--- config.mk ---
export PLATFORM = sky130hd
export DESIGN_NAME = cwp_ctrl
export DESIGN_NICKNAME = d
export VERILOG_FILES = /design/src/hdl/cwp_pkg.sv /design/src/hdl/cwp_ctrl.sv
export SDC_FILE = /design/constraint.sdc
export NUM_CORES = 1
export LEC_CHECK = 0
export BUFFER_PORTS_ARGS = -buffer_cell sky130_fd_sc_hd__buf_2
export CAP_MARGIN = 10
export CORE_ASPECT_RATIO = 0.8
export CORE_UTILIZATION = 30
export CTS_CLUSTER_SIZE = 30
export DETAILED_ROUTE_END_ITERATION = 16
export MAX_ROUTING_LAYER = met4
export PLACE_DENSITY = 0.55
export SLEW_MARGIN = 20
export SYNTH_ARGS = -nofsm -noshare
export SYNTH_HDL_FRONTEND = slang
export SYNTH_SLANG_ARGS = --single-unit
--- constraint.sdc ---
create_clock -name aclk -period 3.8 [get_ports aclk]
set_input_delay 0.19 -clock aclk [delete_from_list [all_inputs] [get_ports aclk]]
set_output_delay 0.19 -clock aclk [all_outputs]
set_load 0.02 [all_outputs]
--- src/hdl/cwp_pkg.sv ---
package cwp_pkg;

    localparam int IN_TDATA_W  = 48;
    localparam int OUT_TDATA_W = 72;
    localparam int CFG_IDX_W   = 2;
    localparam int CFG_DATA_W  = 17;

    localparam logic [CFG_IDX_W-1:0] CFG_TOTAL_WAYS = 2'd0;
    localparam logic [CFG_IDX_W-1:0] CFG_SETS       = 2'd1;

    localparam logic [4:0]  TOTAL_WAYS_RST = 5'd16;
    localparam logic [16:0] SETS_RST       = 17'd1024;

    localparam int LINES_W = 23;
    localparam int X_W     = 30;
    localparam int XS_W    = 28;
    localparam int PROD_W  = 56;

    localparam logic [6:0]      MUL_HI    = 7'd105;
    localparam logic [6:0]      MUL_LO    = 7'd95;
    localparam logic [XS_W-1:0] DIV25_MAG = 28'd171798692;

    typedef struct packed {
        logic idle;
        logic init;
        logic rd;
        logic wt;
        logic acc;
        logic wr;
        logic binit;
        logic bwc;
        logic brv;
        logic bwv;
        logic bdiv;
        logic emit;
    } cwp_cmd_t;

    typedef struct packed {
        logic load_los;
        logic i_last;
        logic j_last;
        logic p_last;
        logic p_zero;
        logic out_acc;
    } cwp_sts_t;

endpackage

--- src/hdl/cwp_ctrl.sv ---
module cwp_ctrl (
    input  logic              aclk,
    input  logic              aresetn,
    input  cwp_pkg::cwp_sts_t sts,
    output cwp_pkg::cwp_cmd_t cmd
);
    import cwp_pkg::*;

    typedef enum logic [12:0] {
        ST_IDLE  = 13'b0000000000001,
        ST_INIT  = 13'b0000000000010,
        ST_RD    = 13'b0000000000100,
        ST_WT    = 13'b0000000001000,
        ST_ACC   = 13'b0000000010000,
        ST_WR    = 13'b0000000100000,
        ST_BINIT = 13'b0000001000000,
        ST_BRC   = 13'b0000010000000,
        ST_BWC   = 13'b0000100000000,
        ST_BRV   = 13'b0001000000000,
        ST_BWV   = 13'b0010000000000,
        ST_BDIV  = 13'b0100000000000,
        ST_OUT   = 13'b1000000000000
    } state_t;

    state_t state_reg, state_next;

    always_ff @(posedge aclk) begin
        if (!aresetn) begin
            state_reg <= ST_IDLE;
        end else begin
            state_reg <= state_next;
        end
    end

    always_comb begin
        state_next = state_reg;
        case (state_reg)
            ST_IDLE:  if (sts.load_los) state_next = ST_INIT;
            ST_INIT:  state_next = ST_RD;
            ST_RD:    state_next = ST_WT;
            ST_WT:    state_next = ST_ACC;
            ST_ACC:   state_next = sts.i_last ? ST_WR : ST_RD;
            ST_WR:    state_next = (sts.j_last && sts.p_last) ? ST_BINIT : ST_RD;
            ST_BINIT: state_next = ST_BRC;
            ST_BRC:   state_next = ST_BWC;
            ST_BWC:   state_next = ST_BRV;
            ST_BRV:   state_next = ST_BWV;
            ST_BWV:   state_next = ST_BDIV;
            ST_BDIV:  state_next = ST_OUT;
            ST_OUT: begin
                if (sts.out_acc) state_next = sts.p_zero ? ST_IDLE : ST_BRC;
            end
            default:  state_next = ST_IDLE;
        endcase
    end

    always_comb begin
        cmd       = '0;
        cmd.idle  = (state_reg == ST_IDLE);
        cmd.init  = (state_reg == ST_INIT);
        cmd.rd    = (state_reg == ST_RD);
        cmd.wt    = (state_reg == ST_WT);
        cmd.acc   = (state_reg == ST_ACC);
        cmd.wr    = (state_reg == ST_WR);
        cmd.binit = (state_reg == ST_BINIT);
        cmd.bwc   = (state_reg == ST_BWC);
        cmd.brv   = (state_reg == ST_BRV);
        cmd.bwv   = (state_reg == ST_BWV);
        cmd.bdiv  = (state_reg == ST_BDIV);
        cmd.emit  = (state_reg == ST_OUT);
    end

endmodule

### Word-level counts from Yosys, hierarchy flattened

Cells that the tools add are included.

| word-level totals | value |
|---|---|
| register bits after elaboration | 13 |
| bits in latches | 0 |
| memory bits (writable) | 0 |
| memory bits (read-only) | 0 |
| input bits | 8 |
| output and inout port bits | 12 |
| word-level logic and storage cells | 24 |
| memories kept | 0 |

| operators by class | value |
|---|---|
| add/sub/neg operators | 0 |
| multipliers | 0 |
| divide/modulo/power cells | 0 |
| order comparisons | 0 |
| eq/ne operators | 15 |
| shift-type cells | 0 |
| multiplexer cells | 6 |
| bitwise operators | 0 |
| reduce and logical (&&, ||, !) cells | 2 |

Operator list:

| cell | number |
|---|---|
| case mux 13 bit (13 select lines) | 1 |
| two-way mux 13 bit | 2 |
| == test 13 x 1 -> 1 bit, second input constant | 1 |
| == test 13 x 10 -> 1 bit, second input constant | 1 |
| == test 13 x 11 -> 1 bit, second input constant | 1 |
| == test 13 x 12 -> 1 bit, second input constant | 1 |
| == test 13 bit, second input constant | 1 |
| == test 13 x 2 -> 1 bit, second input constant | 1 |
| == test 13 x 3 -> 1 bit, second input constant | 1 |
| == test 13 x 4 -> 1 bit, second input constant | 1 |
| == test 13 x 5 -> 1 bit, second input constant | 1 |
| == test 13 x 6 -> 1 bit, second input constant | 1 |
| == test 13 x 7 -> 1 bit, second input constant | 1 |
| == test 13 x 8 -> 1 bit, second input constant | 1 |
| == test 13 x 9 -> 1 bit, second input constant | 1 |
| two-way mux 8 bit | 1 |
| two-way mux 7 bit | 1 |
| two-way mux 6 bit | 1 |
| != test 2 bit, second input constant | 2 |
| AND reduction 2 bit | 1 |
| logical AND 1 bit | 1 |

### Longest topological paths before layout

| depth | value |
|---|---|
| word-level depth | 3 |
| depth in mapped cells | 6 |

### Worst setup path before layout

OpenSTA, ideal clock, no wires.

| timing | value |
|---|---|
| kind | reg-to-reg |
| from | reg state_reg[12] |
| to | reg state_reg[4] |
| setup time | 0.062 ns |
| data arrival time | 1.758 ns |
| path slack | 1.980 ns |
| stages on the path, launching flop included | 6 |
| clock period less this slack | 1.820 ns |
| cell sequence | dfxtp_1 or3_4 nor3_4 nand2_2 nor4_2 and3_1 |

RTL lines:

| item | line | RTL |
|---|---|---|
| start, declared | cwp_ctrl.sv:25 | `state_t state_reg, state_next;` |
| start signal, assigned | cwp_ctrl.sv:31 | `state_reg <= state_next;` |

==> metrics.yaml <==
floorplan:
  design.core.area_um2: 2765
  die_w_um: 62.63
  die_h_um: 50.50
  die_area_um2: 3163
  ioPinCount: 20
  rows: 17
  initial_core_util: 0.3190
cts:
  path_clk_slew_ns: 0.09
  postCtsResizedCells: 0
  clockBufferDepth: 2
  htreeDepth: 1
  cts-root-buf: "clkbuf_4"
  hold_buffers: 0
  clock_latency_ns: 0.28
  cts_tree: "built"
  clkSinkCount: 13
  cts_setup_buffers: 0
  cts_inserted_buffers: 3
power:
  p_clk_frac: 0.259
  seq_power_share: 0.447
  power_leakage_nw: 0.4611
  swShare: 0.3410
  combPwrFrac: 0.293
  irDropWorstVdd_uv: 140.4
  p_switching_w: 0.0001154
  power.density_nw_per_um2: 328.3
  internal_power_w: 0.0002230
drt:
  routed_via_density: 5.468
  ant_nets: 0
  routedWlPerCell_um: 13.89
  via_count: 842
  dr.pass1.iters: 5
  drc: 0
  drtIter0Drc: 23
  routed_wl_mm: 2.139
placement:
  port_buffers: 19
  gp_congestion: 0.7901
  placed_cell_area_um2: 1005
  hpwlAfterDp_mm: 1.664
critical_path:
  cp-start-kind: "register"
  cp.required_ns: 3.61
  crit_start: "state_reg[12]"
  end_kind: "primary output"
  worst-endpoint-arrival_ns: 2.00
  cpMaxStageDelayCell: "or3_4"
  critPathMaxFanout: 6
  slowest_delay_ns: 0.43
  crit_type: "register to primary output"
  critPathBufInv: 1
  rr_startpoint: "state_reg[0]"
  cp_cell_sequence: "or3_4, nor3_4, nand2_2, nor4_2, buf_2"
  critical_path.top_delay_family: "simple AND/OR/NAND/NOR gates"
logic_synthesis:
  synthArstFlopShare: 0
  synth_nets: 104
  synth-edff-count: 0
  netlist_area_um2: 882.1
  synthCells: 96
  yosys_warnings: 0
  synth.avg_cell_area_um2: 9.189
  synth_cell_types: 46
  ys.flop_type: "dfxtp_1"
  ys_seq_area_frac: 0.2950
  ys_ff_latch: 13
sta:
  finalClockSkew_ns: 0.006937
  final_max_slew_viol_count: 0
  tns_ns: 0
  hold_viol: 0
  finalCritPeriodShare: 0.5759
  max_clock_freq_ghz: 0.4569
  worst_pin_slew_ns: 0.4681
  setup_viol: 0
  grt_setup_unrepaired: "false"
  relSlewSlack: 0.6839
  fin_crit_ns: 2.189
global_route:
  grt_pass1_wl_mm: 3.705
  grt_max_degree: 12
  gr-total-overflow: 0
  grt_usage: 0.1587
  grt_pass1_vias: 746
  antenna_found_initial: 0
worst_hold_path:
  hold_start: "sts[5]"
  min_path_type: "input pin to register"
finish:
  design_area_um2: 1031
  multi_input_area_um2: 594.3
  largest_reg_flops: 13
  antenna_cells: 0
  seqCellArea_um2: 260.3
  fillers: 315
  drive_gt1_frac: 0.3362
  fin_nets: 125
  areaGrowthSynthToFinish_pct: 16.88
run_status:
  status: "finished clean"
run:
  max_cap_viol_count: 0
[placed cells by master, fill, tap and decap left out, drive strengths merged, types with 3 or more instances in the layout]
master	instances
and3	6
nand2	8
o21ai	5
clkbuf	4
nor4	6
buf	19
and4	3
nand2b	3
nor3	5
nor2	12
dfxtp	13
[kinds of logic after synthesis]
kind of cell / after synthesis / synth area share
flip-flops: 13 / 0.2950
AO/OA/AOI/OAI: 15 / 0.1220
adder cells (fa/ha/maj): 1 / 0.01135
buffers and inverters: 5 / 0.03120
AND/OR/NAND/NOR: 58 / 0.5007
XOR/XNOR: 4 / 0.03972
[power by group through the flow]
stage	clock network, W	logic, W	registers [W]
after global placement	0	0.000101	0.000154
final	0.0000878	0.0000993	0.000151
after detailed placement	0	0.0000984	0.000154
after CTS	0.0000925	0.0000993	0.000151
after global routing	0.000101	0.000110	0.000152
after floorplan	0	0.0000763	0.000152
[Yosys cell counts, types with 2 or more instances]
master	instances	area [um2]
nand2_1	6	22.52
or4_4	2	22.52
xnor2_1	2	17.52
o21ai_0	3	15.01
nor4_2	2	25.02
nor3b_2	2	25.02
nand2b_1	3	18.77
xor2_1	2	17.52
nor4_1	3	18.77
a21oi_1	2	10.01
and3_1	6	37.54
and4_1	3	26.28
nor3_1	3	15.01
inv_1	2	7.510
dfxtp_1	13	260.3
nand2_2	2	12.51
nor2_1	11	41.29
[metal layers]
metal | up-vias | share of wire | track usage
met5 | - | 0 | -
met4 | 0 | 0.013 | 0.05814
met3 | 2 | 0.057 | 0.04545
met2 | 40 | 0.41 | 0.2174
met1 | 398 | 0.52 | 0.2184
li1 | 402 | - | -
[layout make-up]
| type | count | area share |
|---|---|---|
| Multi-Input combinational cell | 78 | 0.5765 |
| Sequential cell | 13 | 0.2524 |
| Timing Repair Buffer | 19 | 0.09223 |
| Tap cell | 38 | 0.04612 |
| Clock buffer | 4 | 0.02549 |
| Inverter | 2 | 0.007282 |
[path summary, 6_finish.rpt]
path | endpoint | slack (ns) | cells past startpoint
max | cmd[8] | 1.61 | 5
max reg2reg | state_reg[7] | 1.98 | 5
min | state_reg[1] | 0.16 | 2
min reg2reg | state_reg[8] | 0.55 | 2
[per-stage QoR]
step / hold slack [ns] / std cells / setup WS (ns) / utilization / total power [W]
CTS: 0.1539 / 154 / 1.630 / 0.3729 / 0.0003430
floorplan: 0.3124 / 96 / 1.980 / - / 0.0002279
detailed placement: 0.4512 / 150 / 1.950 / 0.3633 / 0.0002529
global placement: 0.4349 / 150 / 1.926 / 0.3633 / 0.0002550
finish: 0.1628 / 154 / 1.611 / 0.3729 / 0.0003385
global route: 0.1540 / 154 / 1.495 / 0.3729 / 0.0003630
[worst reg2reg max path, stage by stage (launching register included)]
cell and delay (ns):
dfxtp_1 0.38, or4_4 0.62, nor4_2 0.27, o21ai_2 0.19, nand2_2 0.12, o21ba_1 0.14
No activity file was read; power rests on OpenSTA's default activity.
